$ cat src/hdl/etf_pkg.sv
// Shared types, constants and helpers for the escape-time fractal iterator.
package etf_pkg;

  // Fixed-point layout: input Q4.28 and internal values share 28 fraction bits
  localparam int FRAC_BITS = 28;
  localparam int IN_W      = 32;
  localparam int Z_W       = 34;   // partial powers and z, signed
  localparam int MAG_W     = 33;   // magnitude of a Z_W value
  localparam int MUL_W     = 32;   // shared multiplier operand width
  localparam int PROD_W    = 64;
  localparam int ACC_W     = 66;   // signed sum of two products
  localparam int SH_W      = ACC_W - FRAC_BITS;
  localparam int IT_W      = 16;
  localparam int ORDER_W   = 4;
  localparam int PH_W      = 3;

  localparam logic [ORDER_W-1:0] MIN_ORDER = 4'd2;
  localparam logic [ORDER_W-1:0] MAX_ORDER = 4'd8;

  // Reset values of the configuration registers
  localparam logic [IT_W-1:0]    MAX_ITER_RST = 16'd1000;
  localparam logic [ORDER_W-1:0] ORDER_RST    = 4'd2;

  // A component at or above 2.0 escapes on its own
  localparam logic [MAG_W-1:0] ESC_MAG = 33'h0_2000_0000;
  // |z|^2 limit of 4.0 at 2*FRAC_BITS fraction bits
  localparam logic signed [ACC_W-1:0] ESC_SQ = 66'sh0_0400_0000_0000_0000;
  // A partial power component at magnitude 16.0 or beyond counts as escaped
  localparam logic signed [SH_W-1:0] BIG_POS = 38'sd4294967296;
  localparam logic signed [SH_W-1:0] BIG_NEG = -38'sd4294967296;

  typedef enum logic [1:0] {
    REG_MAX_ITER = 2'd0,
    REG_ORDER    = 2'd1,
    REG_MODE     = 2'd2
  } reg_idx_t;

  typedef enum logic [2:0] {
    ST_IDLE,
    ST_BASE,
    ST_MUL,
    ST_NARROW,
    ST_ADD,
    ST_SQ,
    ST_TEST,
    ST_FINISH
  } state_t;

  // Magnitude of a signed internal value
  function automatic logic [MAG_W-1:0] mag_z(input logic signed [Z_W-1:0] v);
    logic [Z_W-1:0] n;
    n = -v;
    return v[Z_W-1] ? n[MAG_W-1:0] : v[MAG_W-1:0];
  endfunction

endpackage

$ cat src/hdl/etf_mul.sv
// Shared unsigned multiplier with a registered product.
module etf_mul (
  input  logic                         clk,
  input  logic [etf_pkg::MUL_W-1:0]    a,
  input  logic [etf_pkg::MUL_W-1:0]    b,
  output logic [etf_pkg::PROD_W-1:0]   p
);

  // Register the product
  always_ff @(posedge clk) begin
    p <= a * b;
  end

endmodule

$ cat src/hdl/escape_time_fractal_iterator.sv
// Escape-time fractal iterator: Mandelbrot / Burning Ship, order-n power.
// Each complex multiply runs on the one shared 32x32 multiplier.
// Throughput: one point at a time; the result register lets the next point
// start while a result waits. Reset (rst, synchronous) clears control state
// and sets max_iterations 1000, power_order 2, variant_mode 0.
module escape_time_fractal_iterator (
  input  logic        clk,
  input  logic        rst,
  // Configuration write port
  input  logic        cfg_we,
  input  logic [1:0]  cfg_index,
  input  logic [15:0] cfg_data,
  // Input stream
  input  logic        s_tvalid,
  output logic        s_tready,
  input  logic [63:0] s_tdata,  // [31:0] c_real, [63:32] c_imag
  // Result stream
  output logic        m_tvalid,
  input  logic        m_tready,
  output logic [23:0] m_tdata   // [15:0] iteration_count, [16] escaped, rest zero
);

  localparam int ZW = etf_pkg::Z_W;

  // Configuration registers
  logic [etf_pkg::IT_W-1:0]    max_iter;
  logic [etf_pkg::ORDER_W-1:0] order_reg;
  logic                        mode;
  logic [etf_pkg::ORDER_W-1:0] order_eff;

  etf_pkg::state_t state, state_next;

  // Datapath registers
  logic signed [ZW-1:0] cr, ci, zr, zi, br, bi, wr, wi;
  logic signed [etf_pkg::ACC_W-1:0] acc_re, acc_im;
  logic [etf_pkg::PH_W-1:0]    ph;
  logic [etf_pkg::ORDER_W-1:0] k;
  logic [etf_pkg::IT_W-1:0]    it;
  logic [etf_pkg::IT_W-1:0]    res_count;
  logic                        res_esc;
  logic                        prod_neg;

  // Combinational values
  logic [etf_pkg::MUL_W-1:0]  mul_a, mul_b;
  logic                       mul_neg;
  logic [etf_pkg::PROD_W-1:0] prod;
  logic signed [etf_pkg::ACC_W-1:0] term;
  logic signed [etf_pkg::SH_W-1:0]  sh_re, sh_im;
  logic                       big;
  logic signed [ZW-1:0]       sum_re, sum_im;
  logic [etf_pkg::MAG_W-1:0]  sum_re_mag, sum_im_mag;
  logic                       add_esc;
  logic                       sq_esc;
  logic [etf_pkg::ORDER_W-1:0] k_inc;
  logic [etf_pkg::IT_W:0]     it_inc;
  logic                       out_free;
  logic [etf_pkg::MAG_W-1:0]  zr_mag, zi_mag, wr_mag, wi_mag, br_mag, bi_mag;
  logic signed [ZW-1:0]       cr_in, ci_in;

  // Configuration writes
  always_ff @(posedge clk) begin
    if (rst) begin
      max_iter  <= etf_pkg::MAX_ITER_RST;
      order_reg <= etf_pkg::ORDER_RST;
      mode      <= 1'b0;
    end else if (cfg_we) begin
      case (cfg_index)
        etf_pkg::REG_MAX_ITER: max_iter  <= cfg_data;
        etf_pkg::REG_ORDER:    order_reg <= cfg_data[etf_pkg::ORDER_W-1:0];
        etf_pkg::REG_MODE:     mode      <= cfg_data[0];
        default: ;
      endcase
    end
  end

  // Clamp the exponent to the supported range
  always_comb begin
    if (order_reg < etf_pkg::MIN_ORDER) begin
      order_eff = etf_pkg::MIN_ORDER;
    end else if (order_reg > etf_pkg::MAX_ORDER) begin
      order_eff = etf_pkg::MAX_ORDER;
    end else begin
      order_eff = order_reg;
    end
  end

  // Sign-extend the Q4.28 input to the internal width
  assign cr_in = ZW'($signed(s_tdata[31:0]));
  assign ci_in = ZW'($signed(s_tdata[63:32]));

  assign zr_mag = etf_pkg::mag_z(zr);
  assign zi_mag = etf_pkg::mag_z(zi);
  assign wr_mag = etf_pkg::mag_z(wr);
  assign wi_mag = etf_pkg::mag_z(wi);
  assign br_mag = etf_pkg::mag_z(br);
  assign bi_mag = etf_pkg::mag_z(bi);

  // Shared multiplier
  etf_mul u_mul (
    .clk (clk),
    .a   (mul_a),
    .b   (mul_b),
    .p   (prod)
  );

  always_ff @(posedge clk) begin
    prod_neg <= mul_neg;
  end

  // Signed term from the registered product
  assign term = prod_neg ? -$signed({2'b00, prod}) : $signed({2'b00, prod});

  // Drop fraction bits, rounding toward minus infinity
  assign sh_re = etf_pkg::SH_W'(acc_re >>> etf_pkg::FRAC_BITS);
  assign sh_im = etf_pkg::SH_W'(acc_im >>> etf_pkg::FRAC_BITS);
  assign big   = (sh_re >= etf_pkg::BIG_POS) || (sh_re <= etf_pkg::BIG_NEG) ||
                 (sh_im >= etf_pkg::BIG_POS) || (sh_im <= etf_pkg::BIG_NEG);

  // Add c and pre-test each component against 2.0
  assign sum_re     = wr + cr;
  assign sum_im     = wi + ci;
  assign sum_re_mag = etf_pkg::mag_z(sum_re);
  assign sum_im_mag = etf_pkg::mag_z(sum_im);
  assign add_esc    = (sum_re_mag >= etf_pkg::ESC_MAG) || (sum_im_mag >= etf_pkg::ESC_MAG);

  assign sq_esc   = acc_re >= etf_pkg::ESC_SQ;
  assign k_inc    = k + 4'd1;
  assign it_inc   = {1'b0, it} + 17'd1;
  assign out_free = !m_tvalid || m_tready;

  // Next state
  always_comb begin
    state_next = state;
    unique case (state)
      etf_pkg::ST_IDLE: begin
        if (s_tvalid) begin
          state_next = (max_iter == '0) ? etf_pkg::ST_FINISH : etf_pkg::ST_BASE;
        end
      end
      etf_pkg::ST_BASE: state_next = etf_pkg::ST_MUL;
      etf_pkg::ST_MUL: begin
        if (ph == 3'd4) state_next = etf_pkg::ST_NARROW;
      end
      etf_pkg::ST_NARROW: begin
        priority if (big) state_next = etf_pkg::ST_FINISH;
        else if (k_inc < order_eff) state_next = etf_pkg::ST_MUL;
        else state_next = etf_pkg::ST_ADD;
      end
      etf_pkg::ST_ADD: state_next = add_esc ? etf_pkg::ST_FINISH : etf_pkg::ST_SQ;
      etf_pkg::ST_SQ: begin
        if (ph == 3'd2) state_next = etf_pkg::ST_TEST;
      end
      etf_pkg::ST_TEST: begin
        if (sq_esc || it_inc == {1'b0, max_iter}) begin
          state_next = etf_pkg::ST_FINISH;
        end else begin
          state_next = etf_pkg::ST_BASE;
        end
      end
      etf_pkg::ST_FINISH: begin
        if (out_free) state_next = etf_pkg::ST_IDLE;
      end
      default: state_next = etf_pkg::ST_IDLE;
    endcase
  end

  // State outputs: handshake and multiplier operand selection
  always_comb begin
    s_tready = (state == etf_pkg::ST_IDLE);
    mul_a    = '0;
    mul_b    = '0;
    mul_neg  = 1'b0;
    unique case (state)
      etf_pkg::ST_MUL: begin
        unique case (ph)
          3'd0: begin
            mul_a   = wr_mag[etf_pkg::MUL_W-1:0];
            mul_b   = br_mag[etf_pkg::MUL_W-1:0];
            mul_neg = wr[ZW-1] ^ br[ZW-1];
          end
          3'd1: begin
            mul_a   = wi_mag[etf_pkg::MUL_W-1:0];
            mul_b   = bi_mag[etf_pkg::MUL_W-1:0];
            mul_neg = ~(wi[ZW-1] ^ bi[ZW-1]);
          end
          3'd2: begin
            mul_a   = wr_mag[etf_pkg::MUL_W-1:0];
            mul_b   = bi_mag[etf_pkg::MUL_W-1:0];
            mul_neg = wr[ZW-1] ^ bi[ZW-1];
          end
          3'd3: begin
            mul_a   = wi_mag[etf_pkg::MUL_W-1:0];
            mul_b   = br_mag[etf_pkg::MUL_W-1:0];
            mul_neg = wi[ZW-1] ^ br[ZW-1];
          end
          default: ;
        endcase
      end
      etf_pkg::ST_SQ: begin
        if (ph == 3'd0) begin
          mul_a = zr_mag[etf_pkg::MUL_W-1:0];
          mul_b = zr_mag[etf_pkg::MUL_W-1:0];
        end else begin
          mul_a = zi_mag[etf_pkg::MUL_W-1:0];
          mul_b = zi_mag[etf_pkg::MUL_W-1:0];
        end
      end
      default: ;
    endcase
  end

  // State register
  always_ff @(posedge clk) begin
    if (rst) begin
      state <= etf_pkg::ST_IDLE;
    end else begin
      state <= state_next;
    end
  end

  // Datapath: load, multiply-accumulate, narrow, add c, escape test
  always_ff @(posedge clk) begin
    unique case (state)
      etf_pkg::ST_IDLE: begin
        cr        <= cr_in;
        ci        <= ci_in;
        zr        <= cr_in;
        zi        <= ci_in;
        it        <= '0;
        res_count <= '0;
        res_esc   <= 1'b0;
      end
      etf_pkg::ST_BASE: begin
        // Burning Ship folds both components to their magnitudes
        br <= mode ? $signed({1'b0, zr_mag}) : zr;
        bi <= mode ? $signed({1'b0, zi_mag}) : zi;
        wr <= mode ? $signed({1'b0, zr_mag}) : zr;
        wi <= mode ? $signed({1'b0, zi_mag}) : zi;
        k  <= 4'd1;
        ph <= '0;
      end
      etf_pkg::ST_MUL: begin
        ph <= ph + 3'd1;
        unique case (ph)
          3'd1: acc_re <= term;
          3'd2: acc_re <= acc_re + term;
          3'd3: acc_im <= term;
          3'd4: acc_im <= acc_im + term;
          default: ;
        endcase
      end
      etf_pkg::ST_NARROW: begin
        wr <= sh_re[ZW-1:0];
        wi <= sh_im[ZW-1:0];
        k  <= k_inc;
        ph <= '0;
        if (big) begin
          res_count <= it;
          res_esc   <= 1'b1;
        end
      end
      etf_pkg::ST_ADD: begin
        zr <= sum_re;
        zi <= sum_im;
        ph <= '0;
        if (add_esc) begin
          res_count <= it;
          res_esc   <= 1'b1;
        end
      end
      etf_pkg::ST_SQ: begin
        ph <= ph + 3'd1;
        if (ph == 3'd1) begin
          acc_re <= term;
        end else if (ph == 3'd2) begin
          acc_re <= acc_re + term;
        end
      end
      etf_pkg::ST_TEST: begin
        it <= it_inc[etf_pkg::IT_W-1:0];
        if (sq_esc) begin
          res_count <= it;
          res_esc   <= 1'b1;
        end else begin
          res_count <= max_iter;
          res_esc   <= 1'b0;
        end
      end
      etf_pkg::ST_FINISH: ;
      default: ;
    endcase
  end

  // Result register: load on finish, drop on transfer
  always_ff @(posedge clk) begin
    if (rst) begin
      m_tvalid <= 1'b0;
    end else if (state == etf_pkg::ST_FINISH && out_free) begin
      m_tvalid <= 1'b1;
    end else if (m_tready) begin
      m_tvalid <= 1'b0;
    end
  end

  always_ff @(posedge clk) begin
    if (state == etf_pkg::ST_FINISH && out_free) begin
      m_tdata <= {7'b0, res_esc, res_count};
    end
  end

`ifndef SYNTH
  // An escaped point reports an index below the limit
  a_esc_below_limit: assert property (@(posedge clk) disable iff (rst)
    (m_tvalid && m_tdata[16]) |-> (m_tdata[15:0] < max_iter))
    else $error("escaped result not below iteration limit");

  // A point that stays bounded reports the limit itself
  a_inside_at_limit: assert property (@(posedge clk) disable iff (rst)
    (m_tvalid && !m_tdata[16]) |-> (m_tdata[15:0] == max_iter))
    else $error("bounded result differs from iteration limit");

  // Partial powers never run past the exponent
  a_power_index: assert property (@(posedge clk) disable iff (rst)
    (state == etf_pkg::ST_MUL) |-> (k < order_eff))
    else $error("partial power index beyond exponent");

  // The square test only sees components below 2.0
  a_square_range: assert property (@(posedge clk) disable iff (rst)
    (state == etf_pkg::ST_SQ) |-> (zr_mag < etf_pkg::ESC_MAG && zi_mag < etf_pkg::ESC_MAG))
    else $error("square test operand out of range");
`endif

endmodule
$ cat config.mk
export PLATFORM = sky130hd
export DESIGN_NAME = escape_time_fractal_iterator
export DESIGN_NICKNAME = d
export VERILOG_FILES = /design/src/hdl/etf_pkg.sv /design/src/hdl/etf_mul.sv /design/src/hdl/escape_time_fractal_iterator.sv
export SDC_FILE = /design/constraint.sdc
export NUM_CORES = 2
export LEC_CHECK = 0
export BUFFER_PORTS_ARGS = -buffer_cell sky130_fd_sc_hd__buf_2
export CORE_MARGIN = 2
export CORE_UTILIZATION = 29
export CTS_BUF_LIST = sky130_fd_sc_hd__clkbuf_4
export CTS_CLUSTER_DIAMETER = 120
export DETAILED_ROUTE_END_ITERATION = 16
export SLEW_MARGIN = 20
export SYNTH_ARGS = -nofsm -noshare
export SYNTH_HDL_FRONTEND = slang
export SYNTH_HIERARCHICAL = 1
export SYNTH_SLANG_ARGS = --single-unit
$ cat constraint.sdc
create_clock -name clk -period 9.7 [get_ports clk]
set_clock_uncertainty 0.05 [all_clocks]
set_input_delay 0.97 -clock clk [delete_from_list [all_inputs] [get_ports clk]]
set_output_delay 0.97 -clock clk [all_outputs]
set_load 0.01 [all_outputs]
# ---- Word-level counts from Yosys, hierarchy flattened
# Index checks and enable logic that the tools add are counted.
dict set report word_totals {
  register_bits 547
  inputBits 87
  output_inout_bits 26
  elab_cells 161
}
dict set report classes {
  add_sub_neg 16
  multipliers 1
  magnitude_cmp 10
  n_eq_ne 22
  n_mux 51
  bitwise_logic 5
  reduce_logical 33
}
# operator count
set ops {}
lappend ops {{$pmux 66 s2} 3}
lappend ops {{$pmux 34 s2} 4}
lappend ops {{$pmux 32 s2} 4}
lappend ops {{$mux 66} 3}
lappend ops {{$mux 32} 5}
lappend ops {{$add 66x66->66} 2}
lappend ops {{$mux 33} 4}
lappend ops {{$neg 33->33} 4}
lappend ops {{$neg 32->32} 4}
lappend ops {{$ge 38x34->1 const B} 2}
lappend ops {{$le 38x33->1 const B} 2}
lappend ops {{$add 34x32->34} 2}
lappend ops {{$mux 34} 2}
lappend ops {{$ge 33x30->1 const B} 2}
lappend ops {{$ge 66x60->1 const B} 1}
lappend ops {{$neg 64->66} 1}
lappend ops {{$mul 32x32->64} 1}
lappend ops {{$pmux 16 s4} 1}
lappend ops {{$mux 16} 3}
lappend ops {{$pmux 16 s2} 1}
lappend ops {{$mux 3} 8}
lappend ops {{$pmux 3 s8} 1}
lappend ops {{$add 16x1->17 const B} 1}
lappend ops {{$eq 17x16->1} 1}
lappend ops {{33 further kinds} 76}

# ---- Longest topological paths before layout
dict set report depth {
  ltp_word 7
  mapped_depth 43
  ltp_nobuf 40
}

# ---- Hierarchy
# Netlist, hierarchy kept.
# module n_inst cells_per_inst area_each_um2 seq_area_each_um2
set by_module_without_submodules {}
lappend by_module_without_submodules {escape_time_fractal_iterator 1 4299 38009.0 14183.6}
lappend by_module_without_submodules {etf_mul 1 3789 34762.1 1281.2}

# ---- Worst setup path before layout
# Ideal clock, no wire load.
dict set report synth_path {
  path_kind {register to register}
  from {reg zi[0]}
  to {reg u_mul/p[56] (netlist name)}
  setup_time_ps 124
  arrival_time_ps 10331
  required_time_ps 9526
  slack_ps -805
  path_stages_with_launch 41
  n_path_buf 3
  synth_period_minus_slack_ps 10505
  path_cell_list {edfxtp_1 inv_1 ha_1 nand2_1 or3_1 or4b_2 clkbuf_1 or3_1 or4_1 or2_2 nor3_1 nand2b_1 xor2_1 nand2_1 o211ai_1 o21ai_0 clkbuf_1 nand2_1 (+5 left out) fa_1 inv_1 fa_1 fa_1 fa_1 inv_1 fa_1 inv_1 ha_1 buf_4 a21o_1 a2111oi_2 nor3_1 a2111o_1 a221oi_2 o41ai_2 a41oi_2 xnor2_1}
}
dict set report synth_between {
  elab_chain_cells 5
  word_cells_on_any_way 6
  classes_between {add/sub (1); mul (1); mux (4)}
}
# item line
set synth_lines {}
lappend synth_lines {{from (decl)} escape_time_fractal_iterator.sv:34} ;# logic signed [ZW-1:0] cr, ci, zr, zi, br, bi, wr, wi;
lappend synth_lines {{from (signal assigned)} escape_time_fractal_iterator.sv:228} ;# zi <= ci_in;
lappend synth_lines {{from (signal assigned)} escape_time_fractal_iterator.sv:264} ;# zi <= sum_im;
lappend synth_lines {{$neg 33->33} etf_pkg.sv:52} ;# n = -v;
lappend synth_lines {{$mux 33} etf_pkg.sv:53} ;# return v[Z_W-1] ? n[MAG_W-1:0] : v[MAG_W-1:0];
lappend synth_lines {{$mux 32} escape_time_fractal_iterator.sv:200} ;# if (ph == 3'd0) begin
lappend synth_lines {{$pmux 32 s2} escape_time_fractal_iterator.sv:173} ;# unique case (state)
lappend synth_lines {{via mul_a (one bit)} escape_time_fractal_iterator.sv:44} ;# logic [etf_pkg::MUL_W-1:0] mul_a, mul_b;
lappend synth_lines {{$mul 32x32->64} etf_mul.sv:11} ;# p <= a * b;
lappend synth_lines {{to (signal assigned)} etf_mul.sv:11}
lappend synth_lines {{to (decl)} etf_mul.sv:6} ;# output logic [etf_pkg::PROD_W-1:0] p
# The timed path passes the listed nets, and every way through them passes these cells.
# A chain may end at the register's enable or synchronous reset.

# ---- Final worst setup path
dict set report layout_path {
  from {reg zi[2]}
  to {reg u_mul/p[60] (netlist name)}
}
dict set report layout_between {
  elab_chain_cells 5
  word_cells_on_any_way 6
  classes_between {add/sub (1); mul (1); mux (4)}
}
# item line
set layout_lines {}
lappend layout_lines {{$neg 33->33} etf_pkg.sv:52}
lappend layout_lines {{$mux 33} etf_pkg.sv:53}
lappend layout_lines {{$mux 32} escape_time_fractal_iterator.sv:200}
lappend layout_lines {{$pmux 32 s2} escape_time_fractal_iterator.sv:173}
lappend layout_lines {{via mul_b (one bit)} escape_time_fractal_iterator.sv:44}
lappend layout_lines {{$mul 32x32->64} etf_mul.sv:11}
# The timed path passes the listed nets, and every way through them passes these cells.

==> summary.md <==
| Metric | Value |
|---|---|
| Routed len/inst | 21.65 um |
| Top_reg_cell synth | edfxtp_1 |
| CTS H-tree depth | 4 |
| Max-Cap Viols | 0 |
| Layout cells sized above 1 | 0.1815 |
| Worst Tran Pin Value | 1.178 ns |
| Final WS setup | -0.8282 ns |
| Slowest-stage cell, CP | fa_2 |
| Overflow after GRT | 0 |
| Cells after Synth | 8088 |
| Cell variety after synth | 104 |
| Row Count | roughly 180 |
| #FFs+latches synth | 545 |
| Top cell by count, worst path | fa_1 |
| Leakage power | 39.58 nW |
| Final Routed Wirelength | 267100 um |
| Worst Path Max Fanout | 8 |
| WP data required | about 11 ns |
| Layout Nets | 10340 |
| Failing checks | negative setup slack |
| DRT antenna net count | 0 |
| Synth top area cells | fa_1 (25%), edfxtp_1 (19%), ha_1 (8.2%) |
| Layout Cells excl Fill | between 10000 and 15000 |
| TritonCTS clock tree | done |
| # clock sinks | 545 |
| Yosys top cell area share | 0.2476 |
| Mapped Area | about 73000 sq um |
| Clk Latency, worst-skew pair | 1.21 ns |
| Syn_area_per_cell | ~9.0 sq um |
| Vias | 63390 |
| DIE HEIGHT | between 500 and 600 um |
| CP endpoint kind | register |
| Yosys warns | 6 |
| Post-route setup TNS | -17.12 ns |
| Tcrit/Tclk final | 1.085 |
| Pre-antenna DRT Iters | 6 |
| # IOs | 113 |
| Worst-path clk slew | 0.07 ns |
| DP Wirelength | 213300 um |
| Min cycle time layout | between 10 and 15 ns |
| Buffer and inverter count on the worst path | 5 |
| Initial antenna violation count | 12 |
| Critical path class | reg -> reg |
| Placeable Area | approximately 250000 sq um |
| Max-slew violations | 0 |
| Utilization after layout | 0.3542 |
| RSZ-0062 raised after global routing | yes |
| Max clock buf depth | 3 |
| Die area | between 200000 and 300000 sq um |
| Maximum vdd drop | between 150 and 200 uV |
| Detailed Route Iter0 Violations | 5371 |
| Relative slew margins | 0.2145 |
| Worst Hold Class | in -> reg |
| PwrDens | ~240 nW/um^2 |
| Post-synth EDFFs | 455 |
| Inserted Clock Buffers | 164 |
| Fin. Hold Viols | 0 |
| Pin count of the biggest net entering global routing | 82 |
| CP arrival | ~12 ns |
| PortBufs | 105 |
| Final setup viols | 37 |
| GR Util All Layers | 0.2069 |
| # DRC | 0 |
| Die width | 504.9 um |
| Status | complete, but fails checks |
| Sequential fraction of the synthesis area | 0.2125 |
| Tot Pwr | about 21 mW |
| Area added between synthesis and finish | 21.25% |
| Setup crit start kind | register |
| Number of global-route vias before repair | roughly 65000 |
| Fmax achieved | 94.98 MHz |
| Clk root buf | clkbuf_4 |
| Initial Util | 0.2921 |
| Placer congestion estimate | 0.9736 |
| Cell taking the most area after synthesis | fa_1 |
| Inst Count DP | 11840 |
| Crit path max-delay family | adder cells |
| Dpl ws | -1.028 ns |
| Async S/R FF share, synth | 0 |
| Global-route wire length before repair | 405000 um |
| Slowest cell delay on critical path | 0.61 ns |
| Top Registers | acc_im (66), acc_re (66), u_mul/p (64) |
| Routed vias/inst | 5.137 |
-- worst paths after layout --
check	startpoint	cells past startpoint	slack [ns]	end
max	zi[2]	36	-0.83	u_mul/p[60]
max reg2reg	zi[2]	36	-0.83	u_mul/p[60]
min	rst	2	0.18	order_reg[3]
min reg2reg	res_count[6]	0	0.37	m_tdata[6]
-- cell usage in the layout, fill, tap and decap left out, drive strengths merged, types with 41 or more instances in the layout --
master,n
inv,993
buf,937
nand2,902
fa,900
and2,628
nor2,531
ha,478
edfxtp,455
a21oi,446
o21ai,362
xnor2,354
clkbuf,223
xor2,211
a21o,145
o31ai,91
dfxtp,90
nand3,86
nor3,81
dlygate4sd3,80
nand2b,66
nand4,64
a22oi,64
nor4,62
clkinv,53
o211ai,51
or3,50
or4,42
o21bai,41
-- cells by family (layout without fill, tap and decap cells) --
| family | count (synthesis) | in the layout | synth area share |
|---|---|---|---|
| DFF | 545 | 545 | 0.2125 |
| adders and majority gates | 1378 | 1378 | 0.3298 |
| xor gates and xnor gates | 565 | 565 | 0.06800 |
| buffers and inverters | 1391 | 2292 | 0.07239 |
| and+or+nand+nor | 2675 | 2675 | 0.1812 |
| AOI/OAI and AO/OA | 1491 | 1492 | 0.1299 |
| other | 1 | 21 | 0.00005153 |
| muxes | 42 | 42 | 0.006190 |
-- cell type report --
class / count / area (sq um)
Fill cell: 25420 / 160900
Multi-Input combinational cell: 6159 / 54120
Sequential cell: 545 / 15470
Timing Repair Buffer: 1018 / 8716
Tap cell: 3330 / 4167
Inverter: 987 / 3705
Clock buffer: 223 / 1674
Clock inverter: 64 / 352.8
Antenna cell: 14 / 35.03
-- through the flow --
stage,instance area (sq um),hold slack (ns)
CTS,87680,0.05098
detailed placement,82710,0.3556
global placement,82710,0.3553
finish,88240,0.1818
global route,88220,0.09322
floorplan,73090,0.3503
-- where the power goes --
group          total (mW)  internal (mW)  switching (mW)
clock                2.28           1.13            1.16
combinational        14.5           5.40            9.15
sequential           4.49           3.74           0.745
-- Yosys cell counts (29+ instances only) --
| master | n |
|---|---|
| inv_1 | 986 |
| fa_1 | 900 |
| nand2_1 | 899 |
| and2_1 | 624 |
| nor2_1 | 531 |
| ha_1 | 478 |
| edfxtp_1 | 455 |
| a21oi_1 | 444 |
| clkbuf_1 | 382 |
| xnor2_1 | 354 |
| o21ai_0 | 352 |
| xor2_1 | 211 |
| a21o_1 | 145 |
| dfxtp_1 | 90 |
| o31ai_1 | 90 |
| nand3_1 | 86 |
| nor3_1 | 79 |
| nand2b_1 | 66 |
| a22oi_1 | 64 |
| nand4_1 | 64 |
| nor4_1 | 58 |
| o211ai_1 | 51 |
| or3_1 | 49 |
| o21bai_1 | 41 |
| or4_1 | 40 |
| and3_1 | 38 |
| o41ai_1 | 38 |
| a31oi_1 | 35 |
| nor2b_1 | 35 |
| or2_2 | 31 |
| a211oi_1 | 29 |
-- routing by layer --
metal,track usage,up-vias,wire length (um)
li1,-,28550,-
met1,0.2769,31770,114300
met2,0.3240,2543,119800
met3,0.04196,522,20800
met4,0.08683,2,12210
met5,0,-,13
-- what timing repair did --
action / CTS / global route
endpoints found under the setup margin: 41 / 41
buffers inserted: 104 / 22
hold endpoints to repair: 102 / 0
pin swaps: 108 / 46
hold buffers: 80 / 0
gates resized for setup: 279 / 82
gates cloned: 3 / 0
Note: power is estimated with default switching activity, not from simulation.
